===== src/rtl/cloud_in_cell_deposit_core_assert.svh =====
// Assertion macros for the cloud-in-cell deposit core.
// Macro bodies are empty when SYNTHESIS is defined.
`ifndef CLOUD_IN_CELL_DEPOSIT_CORE_ASSERT_SVH
`define CLOUD_IN_CELL_DEPOSIT_CORE_ASSERT_SVH
`ifndef SYNTHESIS
`define CIC_ASSERT(label, clk, rst, prop) \
   label: assert property (@(posedge clk) disable iff (rst) prop) else $error("%m failed");
`define CIC_ASSERT_NR(label, clk, prop) \
   label: assert property (@(posedge clk) prop) else $error("%m failed");
`else
`define CIC_ASSERT(label, clk, rst, prop)
`define CIC_ASSERT_NR(label, clk, prop)
`endif
`endif


===== src/rtl/cic_pkg.sv =====
// Shared types and constants for the cloud-in-cell deposit core.
// No dependencies.
`default_nettype none
package cic_pkg;
   localparam int unsigned WordWidth  = 32;
   localparam int unsigned IndexWidth = 18;
   localparam logic CsrInvCellSize   = 1'b0;
   localparam logic CsrParticleWeight = 1'b1;
   localparam logic ModeDeposit = 1'b0;
   localparam logic ModeRead    = 1'b1;

   typedef enum logic [8:0] {
      ST_CLEAR   = 9'b000000001,
      ST_IDLE    = 9'b000000010,
      ST_SCALE   = 9'b000000100,
      ST_SPLIT   = 9'b000001000,
      ST_W1      = 9'b000010000,
      ST_W2      = 9'b000100000,
      ST_W3      = 9'b001000000,
      ST_RMW     = 9'b010000000,
      ST_RESP    = 9'b100000000
   } state_type;

   typedef struct packed {
      logic clear_step;   // write zero at clear address, advance it
      logic load;         // capture request
      logic scale;        // multiply positions by inverse cell size
      logic split;        // cell and weights per axis
      logic wmul;         // one step of weight product
      logic rd;           // read memory at current corner / read index
      logic wr;           // write back accumulated value
      logic corner_next;  // advance corner counter
      logic [1:0] wstep;  // which axis factor multiplies in
   } cmd_type;

   typedef struct packed {
      logic clear_done;
      logic last_corner;
      logic is_read;
   } status_type;
endpackage
`default_nettype wire


===== src/rtl/cic_control.sv =====
// Controller state machine for the cloud-in-cell deposit core.
// Depends on cic_pkg and the assertion macro header.
`default_nettype none
`include "cloud_in_cell_deposit_core_assert.svh"
module cic_control (
   input  wire logic clock,
   input  wire logic reset,
   input  wire logic req_valid,
   output      logic req_ready,
   output      logic rsp_valid,
   input  wire logic rsp_ready,
   input  wire cic_pkg::status_type status,
   output      cic_pkg::cmd_type cmd
);
   cic_pkg::state_type state_ff, state_in;
   logic rmw_ph_ff, rmw_ph_in; // 0 read phase, 1 write phase in ST_RMW; in ST_RESP, 1 once rsp_valid is up

   always_ff @(posedge clock) begin
      if (reset) begin
         state_ff <= cic_pkg::ST_CLEAR;
         rmw_ph_ff <= 1'b0;
      end else begin
         state_ff <= state_in;
         rmw_ph_ff <= rmw_ph_in;
      end
   end

   assign req_ready = (state_ff == cic_pkg::ST_IDLE);
   assign rsp_valid = (state_ff == cic_pkg::ST_RESP) && rmw_ph_ff;

   always_comb begin
      state_in = state_ff;
      rmw_ph_in = rmw_ph_ff;
      cmd = '0;
      case (state_ff)
         cic_pkg::ST_CLEAR: begin
            cmd.clear_step = 1'b1;
            if (status.clear_done) state_in = cic_pkg::ST_IDLE;
         end
         cic_pkg::ST_IDLE: begin
            if (req_valid) begin
               cmd.load = 1'b1;
               state_in = cic_pkg::ST_SCALE;
            end
         end
         cic_pkg::ST_SCALE: begin
            if (status.is_read) begin
               cmd.rd = 1'b1;
               rmw_ph_in = 1'b0;
               state_in = cic_pkg::ST_RESP;
            end else begin
               cmd.scale = 1'b1;
               state_in = cic_pkg::ST_SPLIT;
            end
         end
         cic_pkg::ST_SPLIT: begin
            cmd.split = 1'b1;
            state_in = cic_pkg::ST_W1;
         end
         cic_pkg::ST_W1: begin
            cmd.wmul = 1'b1; cmd.wstep = 2'd0; state_in = cic_pkg::ST_W2;
         end
         cic_pkg::ST_W2: begin
            cmd.wmul = 1'b1; cmd.wstep = 2'd1; state_in = cic_pkg::ST_W3;
         end
         cic_pkg::ST_W3: begin
            cmd.wmul = 1'b1; cmd.wstep = 2'd2;
            rmw_ph_in = 1'b0;
            state_in = cic_pkg::ST_RMW;
         end
         cic_pkg::ST_RMW: begin
            // read one corner, then write it back, so neighbouring corners never race
            if (!rmw_ph_ff) begin
               cmd.rd = 1'b1;
               rmw_ph_in = 1'b1;
            end else begin
               rmw_ph_in = 1'b0;
               cmd.corner_next = 1'b1;
               if (status.last_corner) state_in = cic_pkg::ST_IDLE;
            end
         end
         cic_pkg::ST_RESP: begin
            // first cycle: memory clears during write-back; hold until transfer
            rmw_ph_in = 1'b1;
            if (rmw_ph_ff && rsp_ready) begin
               rmw_ph_in = 1'b0;
               state_in = cic_pkg::ST_IDLE;
            end
         end
         default: state_in = cic_pkg::ST_IDLE;
      endcase
   end

   `CIC_ASSERT(a_onehot, clock, reset, $onehot(state_ff))
   `CIC_ASSERT(a_ready_excl, clock, reset, !(req_ready && rsp_valid))
   `CIC_ASSERT(a_rsp_hold, clock, reset, (rsp_valid && !rsp_ready) |=> rsp_valid)
   `CIC_ASSERT(a_no_accept_clear, clock, reset, (state_ff == cic_pkg::ST_CLEAR) |-> !req_ready)
endmodule
`default_nettype wire


===== config.mk =====
export PLATFORM = sky130hd
export DESIGN_NAME = cic_control
export DESIGN_NICKNAME = d
export VERILOG_FILES = /design/src/rtl/cic_pkg.sv /design/src/rtl/cic_control.sv
export VERILOG_INCLUDE_DIRS = /design/src /design/src/rtl
export SDC_FILE = /design/constraint.sdc
export NUM_CORES = 1
export LEC_CHECK = 0
export ABC_CLOCK_PERIOD_IN_PS = 2900
export BUFFER_PORTS_ARGS = -buffer_cell sky130_fd_sc_hd__buf_2
export CAP_MARGIN = 30
export CORE_MARGIN = 2
export CORE_UTILIZATION = 35
export CTS_BUF_LIST = sky130_fd_sc_hd__clkbuf_16
export CTS_CLUSTER_DIAMETER = 40
export DETAILED_ROUTE_END_ITERATION = 10
export PLACE_DENSITY_LB_ADDON = 0.25
export SLEW_MARGIN = 30
export SYNTH_ARGS = -nofsm -noshare
export SYNTH_HDL_FRONTEND = slang
export SYNTH_SLANG_ARGS = --single-unit

===== constraint.sdc =====
create_clock -name clock -period 2.9 [get_ports clock]
set_input_delay 0.435 -clock clock [delete_from_list [all_inputs] [get_ports clock]]
set_output_delay 0.435 -clock clock [all_outputs]
set_load 0.01 [all_outputs]

Yosys cells after proc, flatten, opt, wreduce, memory -nomap -nowiden
Index checks and enable logic that the tools add are counted.
{"block": "op_classes", "n_addsub": 0, "mul": 0, "n_div": 0, "order_cmp": 0, "eq_ne": 15, "shift": 0, "mux": 23, "n_bitwise": 0, "reduce_logical": 6}
{"op": "$pmux W9 S9", "n": 1}
{"op": "$mux W9", "n": 6}
{"op": "$mux W1", "n": 13}
{"op": "$ne A2 B2 Y1 const B", "n": 5}
{"op": "$eq A9 B1 Y1 const B", "n": 1}
{"op": "$eq A9 B2 Y1 const B", "n": 1}
{"op": "$eq A9 B3 Y1 const B", "n": 1}
{"op": "$eq A9 B4 Y1 const B", "n": 1}
{"op": "$eq A9 B5 Y1 const B", "n": 1}
{"op": "$eq A9 B6 Y1 const B", "n": 1}
{"op": "$eq A9 B7 Y1 const B", "n": 1}
{"op": "$eq A9 B8 Y1 const B", "n": 1}
{"op": "$eq A9 B9 Y1 const B", "n": 1}
{"op": "$reduce_and A5 Y1", "n": 1}
{"op": "$pmux W1 S4", "n": 1}
{"op": "$pmux W2 S2", "n": 1}
{"op": "$reduce_bool A4 Y1", "n": 1}
{"op": "$reduce_or A3 Y1", "n": 1}
{"op": "$logic_and A1 B1 Y1", "n": 2}
{"op": "$ne A2 B1 Y1 const B", "n": 1}
{"op": "$pmux W1 S2", "n": 1}
{"op": "$reduce_and A2 Y1", "n": 1}
{"block": "totals", "ff_bits": 10, "latchBits": 0, "ramBits": 0, "romBits": 0, "inputBits": 7, "out_inout_bits": 12, "word_cells": 46, "mem_count": 0}

Depth between registers and ports, before layout
{"block": "logic_depth", "ltp_word": 3, "mapped_depth": 7, "depth_no_buf": 5}

Least setup slack after synthesis
OpenSTA, ideal clock, no wires.
{"block": "synth_path", "kind": "register to output", "start": "register state_ff[8]", "end": "output cmd[1] (netlist name)", "arrival_ns": 1.650, "required_ns": 2.465, "setup_slack_ns": 0.815, "stages_incl_launch_ff": 6, "path_buffers": 2, "path_cell_list": "dfxtp_1 buf_6 or4_4 or3_1 buf_6 nor4b_4"}
{"item": "from (decl)", "line": "cic_control.sv:15", "text": "cic_pkg::state_type state_ff, state_in;"}
{"item": "from (signal assigned)", "line": "cic_control.sv:20", "text": "state_ff <= cic_pkg::ST_CLEAR;"}
{"item": "from (signal assigned)", "line": "cic_control.sv:23", "text": "state_ff <= state_in;"}
{"item": "to (decl)", "line": "cic_control.sv:13", "text": "output cic_pkg::cmd_type cmd"}

==> reports/qor.txt <==
Hold WC Path Type - primary input to flop
Cell Pwr Density - 532 nW/um^2
DPL Wire Length - 1.16 mm
Post-synth top area cell - dfxtp_1
Initial antenna violation count - 0
Die ar. - 2410 um^2
Crit Path Max Fanout - 11
Clock tree buffer depth - 2
Routed length per instance - 11.8 um
Non-Filler Instances - 129
GRT Total Usage - 13.5%
CTS Hold Bufs - 0
Final Max Slew Viols - 0
Max-Cap Viols - 0
GP Congestion - 0.795
Antenna cells - 0
Critical path type - flop to primary output
Worst-path clk slew - 40 ps
Path depth of the worst reg2reg path - 5
Worst reg-to-reg setup slack - 880 ps
H-tree levels - 1
Syn_area_per_cell - 7.82 um^2
Setup WS post-layout - 362 ps
CP startpoint - state_ff[1]
Die Y - 49.1 um
Pre-antenna DRT Iters - 4
Port Buffers - 17
R2R Path End - state_ff[1]
Worst Path Arrival - 2100 ps
Setup violations, final - 0
Post-synth top cells - nor2_1, dfxtp_1, nor3_1, o21ai_0, nand3_1
Synthesized cell area - 712 um^2
Most common cell in the netlist - nor2_1
Starting Density - 36.7%
VDD IR max - 404 uV
Design area - 830 um^2
DR vias - 661
Critical path startpoint category - flop
Root Buffer - clkbuf_16
Ports - 19
Req. time, crit path - 2470 ps
Fin. Hold Viols - 0
Clk sinks - 10
Core Region - 1940 um^2
Share of Yosys cell area claimed by the top area cell type - 28.1%
Post-layout nets - 111
Dpl cells - 126
Yosys cell types - 33
Final setup TNS - 0 ps
Total CTS buffers - 3
Area after DPL - 754 um^2
Number of flops mapped to enable cells by yosys - 0
RSZ-0062 raised after global routing - false
Drc violations - 0
Synthesized flop and latch total - 10
Crit end category - primary output
Gate Count Post-Synth - 91
Die width - 49.1 um
Launch point of the worst reg-to-reg path - state_ff[5]
Syn. warnings - 0
Global route total overflow - 0
Outcome - complete, no violations
Layout area overhead - 16.5%
# rows - 16
Via density - 5.12
Drt first-iter violations - 10
First-pass GRT wire length - 2.50 mm
Top_reg_cell synth - dfxtp_1
Setup WS pre-CTS - 609 ps
CTS tree - built
Post-synth ARST share - 0%
Largest net degree at the start of global routing - 12
Syn Nets - 98
Clock Latency Late Sink - 230 ps
DRT Wirelength - 1.53 mm
# resized after CTS - 0
F_max - 394 MHz
Cell leakage power - 0.356 nW
Top cells by area, synth - dfxtp_1, nor2_1, buf_6
Share of cells above drive strength 1 - 24.5%
Setup crit end - cmd[1]
Vias in the first global route - 587
Final ANT Viol Nets - 0
Post-CTS Setup Inserts - 0
Clock period minus worst slack - 2540 ps
Worst Skew - 0.553 ps
Register area share after synthesis - 28.1%
Final period utilization - 87.5%
registers in the layout, indices dropped and copies added (netlist names):
signal and flops:
state_ff 9, rmw_ph_ff 1
power breakdown:
group	leakage, nW	switching [mW]	internal [mW]
Sequential	0.0813	0.00841	0.142
Clock	0.0370	0.0617	0.179
Combinational	0.238	0.0279	0.0229
routing by layer:
layer  part of all wire [%]  up-vias  track usage [%]  wire (um)
met5                      0        -                0          0
met4                   0.92        0             4.29         14
met3                    4.1        4             5.52         62
met2                     49        9             21.8        744
met1                     46      301             16.3        706
li1                       -      347                -          -
how the worst min path moves through the flow:
stage / start / end / slack [ps] / cells after the start
final: status[0] / state_ff[3] / 400 / 2
after floorplan: reset / rmw_ph_ff / 500 / 1
after global routing: status[0] / state_ff[3] / 400 / 2
after detailed placement: state_ff[2] / state_ff[3] / 540 / 2
after CTS: status[0] / state_ff[3] / 390 / 2
after global placement: state_ff[2] / state_ff[3] / 540 / 2
kinds of logic after synthesis:
kind of cell	Yosys count	synth area share (%)
buffers and inverters	12	12.3
xor gates and xnor gates	3	3.69
AOI/OAI and AO/OA	15	13.9
other	1	0.527
and+or+nand+nor	50	41.5
DFF	10	28.1
cells in the final DEF (no fill, tap or decap), types with 2 or more instances in the layout:
| cell type | count |
|---|---|
| buf_2 | 17 |
| nor2_1 | 13 |
| dfxtp_1 | 10 |
| nor3_1 | 7 |
| o21ai_0 | 6 |
| nand3_1 | 5 |
| nand2_1 | 4 |
| or3_1 | 4 |
| nor4b_1 | 4 |
| inv_1 | 3 |
| nor4_1 | 3 |
| a21oi_1 | 3 |
| clkbuf_16 | 3 |
| nand3b_1 | 2 |
| xor2_1 | 2 |
worst max-delay path: stages, from the launching register on:
cell and delay, ps:
dfxtp_1 400, or4_4 540, or3_1 440, nor4b_4 310, buf_2 170
metrics by stage:
step	total power [mW]	util, %	hold slack (ps)
final	0.442	42.7	397
after global routing	0.462	42.7	401
after CTS	0.447	42.7	395
after detailed placement	0.204	38.9	543
after global placement	0.203	38.9	539
after floorplan	0.191	-	504
layout make-up:
class / instances / area [um^2]
Multi-Input combinational cell: 69 / 424
Timing Repair Buffer: 17 / 85.1
Tap cell: 27 / 33.8
Fill cell: 224 / 1110
Inverter: 3 / 11.3
Sequential cell: 10 / 200
Clock buffer: 3 / 75.1
Note: power is estimated with default switching activity, not from simulation.
